===== config.mk =====
export PLATFORM = sky130hd
export DESIGN_NAME = glyph_brightness_nearest_match_flat
export DESIGN_NICKNAME = d
export VERILOG_FILES = /design/src/gbnm_pkg.sv /design/src/gbnm_req_if.sv /design/src/gbnm_rsp_if.sv /design/src/gbnm_div.sv /design/src/glyph_brightness_nearest_match.sv /design/src/flat_wrapper.sv
export SDC_FILE = /design/constraint.sdc
export NUM_CORES = 2
export LEC_CHECK = 0
export ABC_CLOCK_PERIOD_IN_PS = 12200
export BUFFER_PORTS_ARGS = -buffer_cell sky130_fd_sc_hd__buf_2
export CORE_ASPECT_RATIO = 1.5
export CORE_MARGIN = 5
export CORE_UTILIZATION = 55
export CTS_CLUSTER_SIZE = 16
export DETAILED_ROUTE_END_ITERATION = 12
export GPL_ROUTABILITY_DRIVEN = 0
export HOLD_SLACK_MARGIN = 0.06
export PLACE_DENSITY = 0.71
export SYNTH_ARGS = -nofsm -noshare
export SYNTH_HDL_FRONTEND = slang
export SYNTH_SLANG_ARGS = --single-unit

===== constraint.sdc =====
create_clock -name clock -period 12.2 [get_ports clock]
set_clock_uncertainty 0.15 [all_clocks]
set_input_delay 0.61 -clock clock [delete_from_list [all_inputs] [get_ports clock]]
set_output_delay 0.61 -clock clock [all_outputs]
set_load 0.03 [all_outputs]

===== src/gbnm_pkg.sv =====
// Shared constants, request and reply codes, and divider types for the glyph brightness block.
`timescale 1ns / 1ps
`default_nettype none

package gbnm_pkg;

   // Payload widths.
   localparam int REQ_TYPE_W = 2;
   localparam int CODE_W     = 7;
   localparam int LEVEL_W    = 8;
   localparam int SUM_W      = 24;
   localparam int COUNT_W    = 17;

   // Table size default and fixed scaling limits.
   localparam int DEFAULT_TABLE_DEPTH = 128;
   localparam int MAX_LEVEL           = 255;
   localparam int MAX_PIXELS          = 65536;

   // Request codes.
   localparam logic [REQ_TYPE_W-1:0] REQ_CLEAR     = 2'd0;
   localparam logic [REQ_TYPE_W-1:0] REQ_PIXEL     = 2'd1;
   localparam logic [REQ_TYPE_W-1:0] REQ_NORMALIZE = 2'd2;
   localparam logic [REQ_TYPE_W-1:0] REQ_QUERY     = 2'd3;

   // Reply kinds.
   localparam logic RSP_QUERY     = 1'b0;
   localparam logic RSP_NORMALIZE = 1'b1;

   // Divider operand widths: the dividend covers the pixel sum, the divisor the count.
   localparam int DIV_DIVIDEND_W = SUM_W;
   localparam int DIV_DIVISOR_W  = COUNT_W;

   // Start command for the shared divider.
   typedef struct packed {
      logic                      start;
      logic [DIV_DIVIDEND_W-1:0] dividend;
      logic [DIV_DIVISOR_W-1:0]  divisor;
   } div_req_type;

   // Status and result of the shared divider.
   typedef struct packed {
      logic                      busy;
      logic                      done;
      logic [DIV_DIVIDEND_W-1:0] quotient;
   } div_rsp_type;

endpackage

`default_nettype wire


===== src/gbnm_req_if.sv =====
// Request channel: valid/ready handshake with the request payload.
`timescale 1ns / 1ps
`default_nettype none

interface gbnm_req_if import gbnm_pkg::*; ();

   logic                  valid;
   logic                  ready;
   logic [REQ_TYPE_W-1:0] req_type;
   logic [CODE_W-1:0]     symbol_code;
   logic [LEVEL_W-1:0]    pixel_value;
   logic                  last_pixel;
   logic [LEVEL_W-1:0]    target_level;

   modport source (
      output valid, req_type, symbol_code, pixel_value, last_pixel, target_level,
      input  ready
   );

   modport sink (
      input  valid, req_type, symbol_code, pixel_value, last_pixel, target_level,
      output ready
   );

endinterface

`default_nettype wire


===== src/gbnm_rsp_if.sv =====
// Reply channel: valid/ready handshake with the reply payload.
`timescale 1ns / 1ps
`default_nettype none

interface gbnm_rsp_if import gbnm_pkg::*; ();

   logic              valid;
   logic              ready;
   logic              reply_kind;
   logic [CODE_W-1:0] match_symbol;
   logic              table_empty;
   logic              flat_range;

   modport source (
      output valid, reply_kind, match_symbol, table_empty, flat_range,
      input  ready
   );

   modport sink (
      input  valid, reply_kind, match_symbol, table_empty, flat_range,
      output ready
   );

endinterface

`default_nettype wire


===== src/gbnm_div.sv =====
// Shared restoring divider that produces one quotient bit per cycle.
`timescale 1ns / 1ps
`default_nettype none

module gbnm_div import gbnm_pkg::*; (
   input  wire logic        clock,
   input  wire logic        reset,
   input  wire div_req_type div_req,
   output div_rsp_type      div_rsp
);

   localparam int CNT_W = $clog2(DIV_DIVIDEND_W);
   localparam logic [CNT_W-1:0] LAST_STEP = CNT_W'(DIV_DIVIDEND_W - 1);

   logic                      busy_ff, busy_in;
   logic                      done_ff, done_in;
   logic [CNT_W-1:0]          step_ff, step_in;
   logic [DIV_DIVIDEND_W-1:0] quot_ff, quot_in;
   logic [DIV_DIVISOR_W-1:0]  rem_ff, rem_in;
   logic [DIV_DIVISOR_W-1:0]  divisor_ff, divisor_in;

   logic [DIV_DIVISOR_W:0]    rem_shift;
   logic [DIV_DIVISOR_W:0]    rem_diff;
   logic                      fits;

   // One trial subtraction: shift in the next dividend bit and subtract if it fits.
   always_comb begin
      rem_shift = {rem_ff, quot_ff[DIV_DIVIDEND_W-1]};
      rem_diff  = rem_shift - {1'b0, divisor_ff};
      fits      = (rem_shift >= {1'b0, divisor_ff});
   end

   // Next state: load on start, then step until the last quotient bit is in.
   always_comb begin
      busy_in    = busy_ff;
      done_in    = 1'b0;
      step_in    = step_ff;
      quot_in    = quot_ff;
      rem_in     = rem_ff;
      divisor_in = divisor_ff;
      if (div_req.start) begin
         busy_in    = 1'b1;
         step_in    = '0;
         quot_in    = div_req.dividend;
         rem_in     = '0;
         divisor_in = div_req.divisor;
      end else if (busy_ff) begin
         quot_in = {quot_ff[DIV_DIVIDEND_W-2:0], fits};
         rem_in  = fits ? rem_diff[DIV_DIVISOR_W-1:0] : rem_shift[DIV_DIVISOR_W-1:0];
         step_in = step_ff + 1'b1;
         if (step_ff == LAST_STEP) begin
            busy_in = 1'b0;
            done_in = 1'b1;
         end
      end
   end

   always_ff @(posedge clock) begin
      if (reset) begin
         busy_ff <= 1'b0;
         done_ff <= 1'b0;
         step_ff <= '0;
      end else begin
         busy_ff    <= busy_in;
         done_ff    <= done_in;
         step_ff    <= step_in;
         quot_ff    <= quot_in;
         rem_ff     <= rem_in;
         divisor_ff <= divisor_in;
      end
   end

   assign div_rsp.busy     = busy_ff;
   assign div_rsp.done     = done_ff;
   assign div_rsp.quotient = quot_ff;

   // A new division is only started on an idle unit.
   a_start_idle : assert property (@(posedge clock) disable iff (reset)
      div_req.start |-> !busy_ff)
      else $error("divider started while busy");

   // The done pulse follows the last step directly.
   a_done_after_step : assert property (@(posedge clock) disable iff (reset)
      (busy_ff && !div_req.start && step_ff == LAST_STEP) |=> (done_ff && !busy_ff))
      else $error("divider missed its done pulse");

   // Done lasts a single cycle.
   a_done_pulse : assert property (@(posedge clock) disable iff (reset)
      done_ff |=> !done_ff)
      else $error("divider done held longer than one cycle");

endmodule

`default_nettype wire


===== src/glyph_brightness_nearest_match.sv =====
// Glyph brightness table with nearest-level lookup, one request at a time.
// Clear and plain pixel requests are handled in the idle state; a last pixel waits on a 24-step divide.
// Query: the table is scanned one entry per cycle, then the result is formed and handed to the reply.
// Normalize: the same scan, then each valid entry is rescaled through the divider and each invalid one skipped.
// The shared divider serves both the per-entry rescale and the last-pixel mean; ready is high only between requests.
// Reset clears all valid bits and the pixel accumulator at once; table contents are undefined.
`timescale 1ns / 1ps
`default_nettype none

module glyph_brightness_nearest_match import gbnm_pkg::*; #(
   parameter int TABLE_DEPTH = DEFAULT_TABLE_DEPTH
) (
   input  wire logic   clock,
   input  wire logic   reset,
   gbnm_req_if.sink    req_ch,
   gbnm_rsp_if.source  rsp_ch
);

   localparam int IDX_W = $clog2(TABLE_DEPTH);
   localparam logic [IDX_W-1:0] LAST_IDX = IDX_W'(TABLE_DEPTH - 1);

   typedef enum logic [3:0] {
      ST_IDLE,
      ST_MEAN_DIV,
      ST_SCAN,
      ST_SCAN_TAIL,
      ST_EVAL,
      ST_NRM_RD,
      ST_NRM_MUL,
      ST_NRM_DIV,
      ST_REPLY
   } state_type;

   state_type               state_ff, state_in;
   logic                    is_query_ff, is_query_in;
   logic [LEVEL_W-1:0]      target_ff, target_in;
   logic [IDX_W-1:0]        code_ff, code_in;
   logic                    code_ok_ff, code_ok_in;
   logic [SUM_W-1:0]        sum_ff, sum_in;
   logic [COUNT_W-1:0]      count_ff, count_in;
   logic [TABLE_DEPTH-1:0]  valid_ff, valid_in;
   logic [IDX_W-1:0]        scan_idx_ff, scan_idx_in;
   logic [IDX_W-1:0]        rd_idx_ff;
   logic                    rd_live_ff, rd_live_in;
   logic                    any_ff, any_in;
   logic [LEVEL_W-1:0]      lo_ff, lo_in;
   logic [LEVEL_W-1:0]      hi_ff, hi_in;
   logic [LEVEL_W-1:0]      best_ff, best_in;
   logic [IDX_W-1:0]        sym_ff, sym_in;
   logic                    res_empty_ff, res_empty_in;
   logic                    res_flat_ff, res_flat_in;
   logic                    rsp_valid_ff, rsp_valid_in;
   logic                    rsp_kind_ff, rsp_kind_in;
   logic [CODE_W-1:0]       rsp_sym_ff, rsp_sym_in;
   logic                    rsp_empty_ff, rsp_empty_in;
   logic                    rsp_flat_ff, rsp_flat_in;

   logic [LEVEL_W-1:0]      level_mem [TABLE_DEPTH];
   logic [LEVEL_W-1:0]      rd_data_ff;
   logic                    wr_en;
   logic [IDX_W-1:0]        wr_idx;
   logic [LEVEL_W-1:0]      wr_data;

   logic                    req_xfer;
   logic [SUM_W-1:0]        pix_sum;
   logic [COUNT_W-1:0]      pix_count;
   logic [LEVEL_W-1:0]      level_gap;
   logic [2*LEVEL_W-1:0]    scaled;
   div_req_type             div_req;
   div_rsp_type             div_rsp;

   assign req_xfer     = req_ch.valid && req_ch.ready;
   assign req_ch.ready = (state_ff == ST_IDLE);

   // Pixel accumulation; samples past the pixel limit are dropped.
   always_comb begin
      pix_sum   = sum_ff;
      pix_count = count_ff;
      if (count_ff < COUNT_W'(MAX_PIXELS)) begin
         pix_sum   = sum_ff + SUM_W'(req_ch.pixel_value);
         pix_count = count_ff + 1'b1;
      end
   end

   // Distance of the scanned level from the query target.
   always_comb begin
      level_gap = (target_ff > rd_data_ff) ? (target_ff - rd_data_ff)
                                           : (rd_data_ff - target_ff);
   end

   // Offset from the minimum scaled to the full level range; the divider registers it.
   assign scaled = (2*LEVEL_W)'(rd_data_ff - lo_ff) * (2*LEVEL_W)'(MAX_LEVEL);

   // Divider start: mean on a last pixel, rescale of one entry during normalize.
   always_comb begin
      div_req.start    = 1'b0;
      div_req.dividend = DIV_DIVIDEND_W'(scaled);
      div_req.divisor  = DIV_DIVISOR_W'(hi_ff - lo_ff);
      if (state_ff == ST_NRM_MUL) begin
         div_req.start = 1'b1;
      end else if (req_xfer && req_ch.req_type == REQ_PIXEL && req_ch.last_pixel) begin
         div_req.start    = 1'b1;
         div_req.dividend = pix_sum;
         div_req.divisor  = pix_count;
      end
   end

   gbnm_div u_div (
      .clock   (clock),
      .reset   (reset),
      .div_req (div_req),
      .div_rsp (div_rsp)
   );

   // Table write port: a finished mean or a rescaled entry.
   always_comb begin
      wr_en   = 1'b0;
      wr_idx  = scan_idx_ff;
      wr_data = div_rsp.quotient[LEVEL_W-1:0];
      if (state_ff == ST_MEAN_DIV && div_rsp.done) begin
         wr_en  = code_ok_ff;
         wr_idx = code_ff;
      end else if (state_ff == ST_NRM_DIV && div_rsp.done) begin
         wr_en = 1'b1;
      end
   end

   // Level memory: one write and one registered read per cycle.
   always_ff @(posedge clock) begin
      if (wr_en) begin
         level_mem[wr_idx] <= wr_data;
      end
      rd_data_ff <= level_mem[scan_idx_ff];
      rd_idx_ff  <= scan_idx_ff;
   end

   // Sequencer next state.
   always_comb begin
      state_in     = state_ff;
      is_query_in  = is_query_ff;
      target_in    = target_ff;
      code_in      = code_ff;
      code_ok_in   = code_ok_ff;
      sum_in       = sum_ff;
      count_in     = count_ff;
      valid_in     = valid_ff;
      scan_idx_in  = scan_idx_ff;
      rd_live_in   = (state_ff == ST_SCAN) && valid_ff[scan_idx_ff];
      any_in       = any_ff;
      lo_in        = lo_ff;
      hi_in        = hi_ff;
      best_in      = best_ff;
      sym_in       = sym_ff;
      res_empty_in = res_empty_ff;
      res_flat_in  = res_flat_ff;
      rsp_valid_in = rsp_valid_ff && !rsp_ch.ready;
      rsp_kind_in  = rsp_kind_ff;
      rsp_sym_in   = rsp_sym_ff;
      rsp_empty_in = rsp_empty_ff;
      rsp_flat_in  = rsp_flat_ff;

      // Fold the entry read in the previous cycle into min, max and best match.
      if (rd_live_ff) begin
         any_in = 1'b1;
         if (!any_ff) begin
            lo_in  = rd_data_ff;
            hi_in  = rd_data_ff;
            sym_in = rd_idx_ff;
         end else begin
            if (rd_data_ff < lo_ff) lo_in = rd_data_ff;
            if (rd_data_ff > hi_ff) hi_in = rd_data_ff;
         end
         if (level_gap < best_ff) begin
            best_in = level_gap;
            sym_in  = rd_idx_ff;
         end
      end

      case (state_ff)
         ST_IDLE: begin
            if (req_xfer) begin
               is_query_in = (req_ch.req_type == REQ_QUERY);
               target_in   = req_ch.target_level;
               scan_idx_in = '0;
               any_in      = 1'b0;
               best_in     = LEVEL_W'(MAX_LEVEL);
               sym_in      = '0;
               case (req_ch.req_type)
                  REQ_CLEAR: begin
                     valid_in = '0;
                  end
                  REQ_PIXEL: begin
                     sum_in   = pix_sum;
                     count_in = pix_count;
                     if (req_ch.last_pixel) begin
                        code_in    = IDX_W'(req_ch.symbol_code);
                        code_ok_in = (32'(req_ch.symbol_code) < 32'(TABLE_DEPTH));
                        sum_in     = '0;
                        count_in   = '0;
                        state_in   = ST_MEAN_DIV;
                     end
                  end
                  default: begin
                     state_in = ST_SCAN;
                  end
               endcase
            end
         end
         ST_MEAN_DIV: begin
            if (div_rsp.done) begin
               if (code_ok_ff) valid_in[code_ff] = 1'b1;
               state_in = ST_IDLE;
            end
         end
         ST_SCAN: begin
            scan_idx_in = scan_idx_ff + 1'b1;
            if (scan_idx_ff == LAST_IDX) begin
               scan_idx_in = '0;
               state_in    = ST_SCAN_TAIL;
            end
         end
         ST_SCAN_TAIL: begin
            state_in = ST_EVAL;
         end
         ST_EVAL: begin
            res_empty_in = !any_ff;
            res_flat_in  = 1'b0;
            scan_idx_in  = '0;
            if (is_query_ff || !any_ff) begin
               state_in = ST_REPLY;
            end else if (hi_ff == lo_ff) begin
               res_flat_in = 1'b1;
               state_in    = ST_REPLY;
            end else begin
               state_in = ST_NRM_RD;
            end
         end
         ST_NRM_RD: begin
            if (valid_ff[scan_idx_ff]) begin
               state_in = ST_NRM_MUL;
            end else if (scan_idx_ff == LAST_IDX) begin
               state_in = ST_REPLY;
            end else begin
               scan_idx_in = scan_idx_ff + 1'b1;
            end
         end
         ST_NRM_MUL: begin
            state_in = ST_NRM_DIV;
         end
         ST_NRM_DIV: begin
            if (div_rsp.done) begin
               if (scan_idx_ff == LAST_IDX) begin
                  state_in = ST_REPLY;
               end else begin
                  scan_idx_in = scan_idx_ff + 1'b1;
                  state_in    = ST_NRM_RD;
               end
            end
         end
         ST_REPLY: begin
            // Hand the reply to the output register once it is free.
            if (!rsp_valid_ff || rsp_ch.ready) begin
               rsp_valid_in = 1'b1;
               rsp_kind_in  = is_query_ff ? RSP_QUERY : RSP_NORMALIZE;
               rsp_sym_in   = is_query_ff ? CODE_W'(sym_ff) : '0;
               rsp_empty_in = res_empty_ff;
               rsp_flat_in  = res_flat_ff;
               state_in     = ST_IDLE;
            end
         end
         default: begin
            state_in = ST_IDLE;
         end
      endcase
   end

   // State and registered outputs.
   always_ff @(posedge clock) begin
      if (reset) begin
         state_ff     <= ST_IDLE;
         valid_ff     <= '0;
         sum_ff       <= '0;
         count_ff     <= '0;
         rd_live_ff   <= 1'b0;
         rsp_valid_ff <= 1'b0;
      end else begin
         state_ff     <= state_in;
         valid_ff     <= valid_in;
         sum_ff       <= sum_in;
         count_ff     <= count_in;
         rd_live_ff   <= rd_live_in;
         rsp_valid_ff <= rsp_valid_in;
         is_query_ff  <= is_query_in;
         target_ff    <= target_in;
         code_ff      <= code_in;
         code_ok_ff   <= code_ok_in;
         scan_idx_ff  <= scan_idx_in;
         any_ff       <= any_in;
         lo_ff        <= lo_in;
         hi_ff        <= hi_in;
         best_ff      <= best_in;
         sym_ff       <= sym_in;
         res_empty_ff <= res_empty_in;
         res_flat_ff  <= res_flat_in;
         rsp_kind_ff  <= rsp_kind_in;
         rsp_sym_ff   <= rsp_sym_in;
         rsp_empty_ff <= rsp_empty_in;
         rsp_flat_ff  <= rsp_flat_in;
      end
   end

   assign rsp_ch.valid        = rsp_valid_ff;
   assign rsp_ch.reply_kind   = rsp_kind_ff;
   assign rsp_ch.match_symbol = rsp_sym_ff;
   assign rsp_ch.table_empty  = rsp_empty_ff;
   assign rsp_ch.flat_range   = rsp_flat_ff;

   // While the sequencer waits on a division, the divider is running or just finished.
   a_div_wait : assert property (@(posedge clock) disable iff (reset)
      (state_ff == ST_MEAN_DIV || state_ff == ST_NRM_DIV) |-> (div_rsp.busy || div_rsp.done))
      else $error("sequencer waits on an idle divider");

   // A clear transfer leaves no valid entry behind.
   a_clear_all : assert property (@(posedge clock) disable iff (reset)
      (req_xfer && req_ch.req_type == REQ_CLEAR) |=> (valid_ff == '0))
      else $error("valid bits survived a clear");

   // The table is written only with a finished quotient.
   a_write_source : assert property (@(posedge clock) disable iff (reset)
      wr_en |-> (div_rsp.done && (state_ff == ST_MEAN_DIV || state_ff == ST_NRM_DIV)))
      else $error("table written outside a division result");

   // A reply never flags an empty table and a flat range together, and queries are never flat.
   a_reply_flags : assert property (@(posedge clock) disable iff (reset)
      rsp_valid_ff |-> (!(rsp_flat_ff && rsp_empty_ff) &&
                        !(rsp_kind_ff == RSP_QUERY && rsp_flat_ff)))
      else $error("inconsistent reply flags");

   // New requests are taken only with the divider at rest.
   a_ready_div_idle : assert property (@(posedge clock) disable iff (reset)
      req_ch.ready |-> !div_rsp.busy)
      else $error("request accepted during a division");

endmodule

`default_nettype wire


===== src/flat_wrapper.sv =====
// flat-port wrapper written by rule: the top's interface ports become plain ports
module glyph_brightness_nearest_match_flat import gbnm_pkg::*;
#(
   parameter int TABLE_DEPTH = DEFAULT_TABLE_DEPTH
)
  (clock, reset, req_ch_valid, req_ch_req_type, req_ch_symbol_code, req_ch_pixel_value, req_ch_last_pixel, req_ch_target_level, req_ch_ready, rsp_ch_valid, rsp_ch_reply_kind, rsp_ch_match_symbol, rsp_ch_table_empty, rsp_ch_flat_range, rsp_ch_ready);
  gbnm_req_if req_ch_i ();
  gbnm_rsp_if rsp_ch_i ();
  input  wire logic clock;
  input  wire logic reset;
  input wire logic [$bits(req_ch_i.valid)-1:0] req_ch_valid;
  input wire logic [$bits(req_ch_i.req_type)-1:0] req_ch_req_type;
  input wire logic [$bits(req_ch_i.symbol_code)-1:0] req_ch_symbol_code;
  input wire logic [$bits(req_ch_i.pixel_value)-1:0] req_ch_pixel_value;
  input wire logic [$bits(req_ch_i.last_pixel)-1:0] req_ch_last_pixel;
  input wire logic [$bits(req_ch_i.target_level)-1:0] req_ch_target_level;
  output wire logic [$bits(req_ch_i.ready)-1:0] req_ch_ready;
  output wire logic [$bits(rsp_ch_i.valid)-1:0] rsp_ch_valid;
  output wire logic [$bits(rsp_ch_i.reply_kind)-1:0] rsp_ch_reply_kind;
  output wire logic [$bits(rsp_ch_i.match_symbol)-1:0] rsp_ch_match_symbol;
  output wire logic [$bits(rsp_ch_i.table_empty)-1:0] rsp_ch_table_empty;
  output wire logic [$bits(rsp_ch_i.flat_range)-1:0] rsp_ch_flat_range;
  input wire logic [$bits(rsp_ch_i.ready)-1:0] rsp_ch_ready;
  assign req_ch_i.valid = req_ch_valid;
  assign req_ch_i.req_type = req_ch_req_type;
  assign req_ch_i.symbol_code = req_ch_symbol_code;
  assign req_ch_i.pixel_value = req_ch_pixel_value;
  assign req_ch_i.last_pixel = req_ch_last_pixel;
  assign req_ch_i.target_level = req_ch_target_level;
  assign req_ch_ready = req_ch_i.ready;
  assign rsp_ch_valid = rsp_ch_i.valid;
  assign rsp_ch_reply_kind = rsp_ch_i.reply_kind;
  assign rsp_ch_match_symbol = rsp_ch_i.match_symbol;
  assign rsp_ch_table_empty = rsp_ch_i.table_empty;
  assign rsp_ch_flat_range = rsp_ch_i.flat_range;
  assign rsp_ch_i.ready = rsp_ch_ready;
  glyph_brightness_nearest_match #(.TABLE_DEPTH(TABLE_DEPTH)) u_core (.clock(clock), .reset(reset), .req_ch(req_ch_i), .rsp_ch(rsp_ch_i));
endmodule

=== Word-level counts from Yosys, hierarchy flattened ===
Memories as Yosys holds them, arrays and structs flattened. A register that Yosys moved wholly into a read port is not among the register bits.
Index checks and enable logic that the tools add are counted.

* Register bits after elaboration: 314
* RAM bits: 1024
* Input port bits: 30
* Logic and storage cells: 176
* Memories kept: 1

{| class="wikitable"
|+ Memories
! memory !! words !! bits a word !! read ports !! clocked after memory_dff !! wr ports !! RTL line !! text
|-
| u_core.level_mem || 128 || 8 || 1 || 1 || 1 || glyph_brightness_nearest_match.sv:58 || <nowiki>logic [LEVEL_W-1:0] level_mem [TABLE_DEPTH];</nowiki>
|}

* $add $sub $neg: 9
* Multipliers: 1
* Order comparisons: 9
* Eq/ne operators: 25
* Multiplexer cells: 68
* Bitwise gates (word level): 3
* Reduce and logical (&&, ||, !) cells: 32

{| class="wikitable"
|+ Operator list
! operator !! number
|-
| 128-bit 2-to-1 mux || 3
|-
| 128-bit case mux with 2 select lines || 1
|-
| 128-bit OR || 1
|-
| 24-bit 2-to-1 mux || 4
|-
| 7-bit 2-to-1 mux || 11
|-
| 8-bit 2-to-1 mux || 9
|-
| 17-bit 2-to-1 mux || 4
|-
| 4-bit 2-to-1 mux || 11
|-
| 42-bit 2-to-1 mux || 1
|-
| 41-bit 2-to-1 mux || 1
|-
| 4-bit case mux with 9 select lines || 1
|-
| 7-bit case mux with 5 select lines || 1
|-
| 24-bit by 8-bit adder with 24-bit output || 1
|-
| 18-bit by 17-bit greater-or-equal comparator with 1-bit output || 1
|-
| 1-bit 2-to-1 mux || 18
|-
| 2-bit != test, second input constant || 9
|-
| 8-bit by 8-bit subtractor with 9-bit output || 2
|-
| 17-bit by 1-bit adder with 17-bit output, second input constant || 1
|-
| 17-bit < comparator, second input constant || 1
|-
| 17-bit subtractor || 1
|-
| 4-bit by 3-bit equality test with 1-bit output, second input constant || 4
|-
| 8-bit greater-than comparator || 2
|-
| 7-bit by 8-bit < comparator with 1-bit output, second input constant || 2
|-
| 8-bit < comparator || 2
|-
| 34 further kinds || 55
|}

=== Depth between registers and ports, before layout ===
* Word-level depth: 8
* Depth in mapped cells: 26
* Depth with buffers taken out: 24

=== Hierarchy ===
Synthesis repeated with hierarchy kept, for this count alone.

* Cells, all modules: 3623
* Area total of the unflattened synthesis: 58192.1 um2

{| class="wikitable"
|+ Modules (own cells, without submodules)
! module !! instances !! cells an instance !! area an instance (um2) !! seq. area each (um2)
|-
| glyph_brightness_nearest_match || 1 || 3309 || 54571.1 || 36565.1
|-
| gbnm_div || 1 || 314 || 3621.0 || 1881.8
|}

=== Worst setup path before layout ===
OpenSTA, ideal clock, no wires.

* Kind: register to register
* Start: register u_core.rd_data_ff[0], read port of u_core.level_mem
* End: register u_core.u_div.quot_ff[15], data pin
* Arrival: 5.426 ns
* Data required time: 11.796 ns
* Setup slack: 6.369 ns
* Cell stages (with the launch flop): 25
* Period minus slack after synthesis: 5.831 ns
* Cells stage by stage: dfxtp_1 -> inv_1 -> ha_1 -> inv_1 -> fa_1 -> a21oi_1 -> o21bai_1 -> xor2_1 -> xnor2_1 -> xnor2_1 -> fa_1 -> fa_1 -> inv_1 -> fa_1 -> inv_1 -> ha_1 -> o21a_1 -> o31a_1 -> o211ai_1 -> a21o_1 -> a31oi_1 -> xor2_1 -> and3_1 -> a21oi_1 -> nand2_1

* Cells in the longest elaborated chain, start to end: 5

{| class="wikitable"
|+ RTL lines
! element !! RTL line !! text
|-
| start: declaration || glyph_brightness_nearest_match.sv:59 || <nowiki>logic [LEVEL_W-1:0] rd_data_ff;</nowiki>
|-
| 8-bit by 8-bit subtractor with 9-bit output (*) || glyph_brightness_nearest_match.sv:92 || <nowiki>assign scaled = (2*LEVEL_W)'(rd_data_ff - lo_ff) * (2*LEVEL_W)'(MAX_LEVEL);</nowiki>
|-
| 16-bit by 8-bit multiplier with 16-bit output (*) || glyph_brightness_nearest_match.sv:92 ||
|-
| 42-bit 2-to-1 mux || glyph_brightness_nearest_match.sv:101 || <nowiki>end else if (req_xfer && req_ch.req_type == REQ_PIXEL && req_ch.last_pixel) begin</nowiki>
|-
| 41-bit 2-to-1 mux (*) || glyph_brightness_nearest_match.sv:99 || <nowiki>if (state_ff == ST_NRM_MUL) begin</nowiki>
|-
| 24-bit 2-to-1 mux (*) || gbnm_div.sv:41 || <nowiki>if (div_req.start) begin</nowiki>
|-
| net u_core.u_div.quot_in[15] || gbnm_div.sv:18 || <nowiki>logic [DIV_DIVIDEND_W-1:0] quot_ff, quot_in;</nowiki>
|-
| end signal: assignment || gbnm_div.sv:67 || <nowiki>quot_ff <= quot_in;</nowiki>
|-
| end: declaration || gbnm_div.sv:18 ||
|}

The timed path passes the listed nets; every way through them passes the cells marked *.
A chain may end at the register's enable or synchronous reset.

=== Worst setup path after layout ===
Same ends and word-level chain as after synthesis.

==> out/summary.md <==
## STA
• no — setup repair after global routing missed its margin
• 6510 ps — final critical delay including setup and external delays
• 0 — max-slew violation total from the final report
• 0 ps — Sum Neg Setup Slack
• 0.154 GHz — Fmax
• 0 — number of setup violations in the final report
• 8.42% — worst-case headroom to the max-slew limit
• 231 ps — worst-case hold slack
• 5690 ps — slack of the critical path
• 53.4% — share of the cycle needed by the critical path after routing
• 1360 ps — slew of the pin with the lowest slew margin
• 0 — number of failing hold endpoints at the final stage

## Worst setup path
• flip-flop — Critical Path Sink Type
• 8 — highest net fanout along the worst path
• u_core.u_div.quot_ff[15] — terminus of the critical flop-to-flop path
• reg -> reg — kind of critical path
• 5690 ps — worst reg-to-reg setup slack
• u_core.rd_data_ff[0] — source of the worst register-to-register timing path
• flip-flop — Worst Setup Start Kind
• 6820 ps — critical path arrival
• 24 — Reg2Reg Depth
• 12510 ps — data required time at the worst endpoint

## Place
• 41 — count of buffers inserted at the top-level ports
• 4909 — post-placement cell count
• 85000 µm — post-detail-place hpwl
• 59500 µm² — placed cell areas
• 5690 ps — worst slack at placement

## Hold path
• u_core.sym_ff[3] — Worst Hold End
• in -> reg — Hold Path Class
• reset — hold wc startpoint
• 2 — hold path cells

## Finish
• 18100 µm² — multi-input gate area in the final layout
• 5150 — Cell Count, Final, Fillers Out
• 7475 — fill cell count
• 10.0% — synthesis-to-finish area growth
• 38400 µm² — storage element area
• 63600 µm² — area of all placed cells without fillers
• 18.4% — fraction of layout cells with a size suffix above 1
• 0 — diode insertion count for antenna repair
• 3816 — final net count

## Drt
• 25.8 µm — post-DR wirelength/cell
• 6.15 — post-detailed-route via-to-cell ratio
• 3258 — Detailed Route Iter0 Violations
• 5 — Pre-antenna DRT Iters
• 133000 µm — wirelength, routed
• 0 — remaining number of nets flagged by the antenna check after routing
• 31.7k — via count
• 0 — DRC violations left

## Clock network
• sky130_fd_sc_hd__clkbuf_16 — CTS Root Buffer Type
• 3 — Max H-tree Level
• 0 — post-CTS sizing
• 70 ps — Clk pin slew, worst setup/hold paths
• 117 — number of buffers inserted during clock tree synthesis
• 730 ps — source-to-sink clock delay at the later pin of the worst-skew pair
• 3 — worst-case clock buffer depth
• 1346 — TritonCTS Sinks
• built — clock tree from TritonCTS

## Floorplanning
• 407 µm — Die Height
• 112000 µm² — Total Die Area
• 55.4% — initial standard-cell utilization of the core
• 275 µm — chip width
• 104000 µm² — core region area
• 42 — I/O pin count
• 145 — num rows

## Pwr
• 0.00168 V — maximum vdd drop
• 299 nW/µm² — pwr dens
• 21.2 nW — static leakage

## Logic synthesis
• 3753 — Synth Net Count
• 3587 — post-synthesis instance total
• 57800 µm² — Post-Syn Area
• 72 — Yosys cell types
• 1346 — total of flip-flops plus latches after synthesis
• 16.1 µm² — average size of a mapped cell
• 66.5% — part of the Yosys area used for sequential elements
• 0 — YS warnings
• sky130_fd_sc_hd__edfxtp_1 — Post-synth top flop
• 1149 — number of synthesized flops with an enable pin
• 0% — Synth async-reset ratio

## Global routing
• 148 — largest net degree at the start of global routing
• 201000 µm — global-route wire length before repair
• 32.2k — vias in the first global route
• 24.1% — GRT Util Overall
• 0 — Overflow after GRT
• 3 — number of antenna violations at the first check in global routing

## Flow run
• 0 — reported max-cap violation count

## Outcome
• complete, no violations — status

layer usage:
metal	share of wire [%]	up-vias	wire length [µm]	track usage, %
met1	36	16300	48100	29.4
met4	4.8	2	6380	10.7
met2	53	1164	70100	42.4
met3	6.3	265	8430	3.88
li1	-	14000	-	-
met5	0.015	-	20	0
worst max-delay path, stage by stage (launching register included):
cell	delay, ps
sky130_fd_sc_hd__dfxtp_1	330
sky130_fd_sc_hd__inv_1	120
sky130_fd_sc_hd__ha_1	220
sky130_fd_sc_hd__inv_1	70
sky130_fd_sc_hd__fa_1	400
sky130_fd_sc_hd__a21oi_1	330
sky130_fd_sc_hd__o21bai_1	120
sky130_fd_sc_hd__xor2_1	560
sky130_fd_sc_hd__xnor2_1	230
sky130_fd_sc_hd__xnor2_1	390
sky130_fd_sc_hd__fa_1	490
sky130_fd_sc_hd__fa_1	550
sky130_fd_sc_hd__inv_1	50
sky130_fd_sc_hd__fa_1	520
sky130_fd_sc_hd__inv_1	40
sky130_fd_sc_hd__ha_1	310
sky130_fd_sc_hd__o21a_1	120
sky130_fd_sc_hd__o31a_1	130
sky130_fd_sc_hd__o211ai_1	230
sky130_fd_sc_hd__a21o_1	180
sky130_fd_sc_hd__a31oi_1	100
sky130_fd_sc_hd__xor2_1	190
sky130_fd_sc_hd__and3_1	220
sky130_fd_sc_hd__a21oi_1	140
sky130_fd_sc_hd__nand2_1	60
cells in the mapped netlist (all sizes together) (47+ instances only):
library cell	count	share of area [%]
edfxtp	1149	60
nor2	428	2.8
mux4	374	15
a21oi	209	1.8
dfxtp	197	6.8
inv	146	0.95
clkbuf	121	0.79
nand2	121	0.79
ha	106	2.3
o21ai	101	0.87
buf	59	0.56
xnor2	51	0.77
xor2	47	0.71
cell families (layout without fill, tap and decap cells):
logic type               after synthesis  count (layout)  synth area share [%]
buffers and inverters                326             493                  2.29
adder cells (fa/ha/maj)              138             138                  3.37
flip-flops                          1346            1346                  66.5
AND/OR/NAND/NOR                      783             783                  5.99
multiplexers                         421             421                  15.4
AO/OA/AOI/OAI                        475             475                  4.94
XOR/XNOR                              98              98                  1.48
cell type report:
type                       count  share of cell area (%)
tap                         1396                    2.75
inverter                     146                   0.862
timing repair buffer         124                    1.41
sequential                  1346                    60.5
multi-input combinational   1915                    28.4
clock buffer                 140                    4.87
clock inverter                83                    1.23
state kept, by name, summed over array words and instances, names as in the netlist, 8 cells and up:
signal / count
u_core.u_div.rem_ff: 17
u_core.best_ff: 8
u_core.valid_ff: 128
u_core.rd_data_ff: 8
u_core.u_div.quot_ff: 24
u_core.hi_ff: 8
u_core.sum_ff: 24
u_core.lo_ff: 8
u_core.count_ff: 17
u_core.target_ff: 8
u_core.u_div.divisor_ff: 17
u_core.level_mem: 1024
metrics by stage:
step | power, mW | util [%]
global route | 20.6 | 61.0
finish | 19.0 | 61.0
global placement | 15.2 | 57.1
CTS | 19.2 | 61.0
detailed placement | 15.4 | 57.1
floorplan | 13.2 | -
where the power goes:
| group | switching, mW | total, mW | internal, mW |
|---|---|---|---|
| clock | 1.68 | 3.76 | 2.08 |
| combinational | 5.66 | 10.1 | 4.44 |
| sequential | 0.0839 | 5.18 | 5.09 |
| total | 7.42 | 19.0 | 11.6 |
worst max-delay path by stage:
stage | from | end | slack (ps) | cells past startpoint
final | u_core.rd_data_ff[0] | u_core.u_div.quot_ff[15] | 5690 | 24
after CTS | u_core.rd_data_ff[0] | u_core.u_div.quot_ff[15] | 5650 | 24
after global routing | u_core.rd_data_ff[0] | u_core.u_div.quot_ff[15] | 5230 | 24
after detailed placement | u_core.rd_data_ff[0] | u_core.u_div.quot_ff[15] | 5690 | 24
after global placement | u_core.rd_data_ff[0] | u_core.u_div.quot_ff[15] | 5710 | 24
after floorplan | u_core.rd_data_ff[0] | u_core.u_div.quot_ff[15] | 6370 | 24
cells in the final DEF (no fill, tap or decap), types with 11 or more instances in the layout:
cell type and n:
sky130_fd_sc_hd__buf_2 41, sky130_fd_sc_hd__and3_1 19, sky130_fd_sc_hd__nand2b_1 21, sky130_fd_sc_hd__edfxtp_1 1149, sky130_fd_sc_hd__a22oi_1 11, sky130_fd_sc_hd__xor2_1 47, sky130_fd_sc_hd__nor3_1 42, sky130_fd_sc_hd__a21oi_1 208
sky130_fd_sc_hd__o21ai_0 98, sky130_fd_sc_hd__dfxtp_1 197, sky130_fd_sc_hd__inv_1 146, sky130_fd_sc_hd__or3_1 11, sky130_fd_sc_hd__o21a_1 11, sky130_fd_sc_hd__ha_1 106, sky130_fd_sc_hd__fa_1 30, sky130_fd_sc_hd__a31oi_1 24
sky130_fd_sc_hd__nand2_1 120, sky130_fd_sc_hd__clkinv_2 30, sky130_fd_sc_hd__dlygate4sd3_1 18, sky130_fd_sc_hd__bufinv_16 12, sky130_fd_sc_hd__clkbuf_1 18, sky130_fd_sc_hd__mux4_2 374, sky130_fd_sc_hd__clkbuf_16 120, sky130_fd_sc_hd__o211ai_1 12
sky130_fd_sc_hd__a21o_1 27, sky130_fd_sc_hd__mux2i_1 35, sky130_fd_sc_hd__and2_1 18, sky130_fd_sc_hd__xnor2_1 51, sky130_fd_sc_hd__nor2b_1 27, sky130_fd_sc_hd__mux2_2 12, sky130_fd_sc_hd__clkinv_1 23, sky130_fd_sc_hd__o221ai_1 13
sky130_fd_sc_hd__buf_4 63, sky130_fd_sc_hd__nor2_1 426, sky130_fd_sc_hd__nand3_1 45
what timing repair did:
| action | CTS | global route |
|---|---|---|
| buffers inserted | 0 | 0 |
| hold buffers | 18 | 0 |
| hold endpoints to repair | 18 | 0 |
Power figures use the tool's default switching activity.
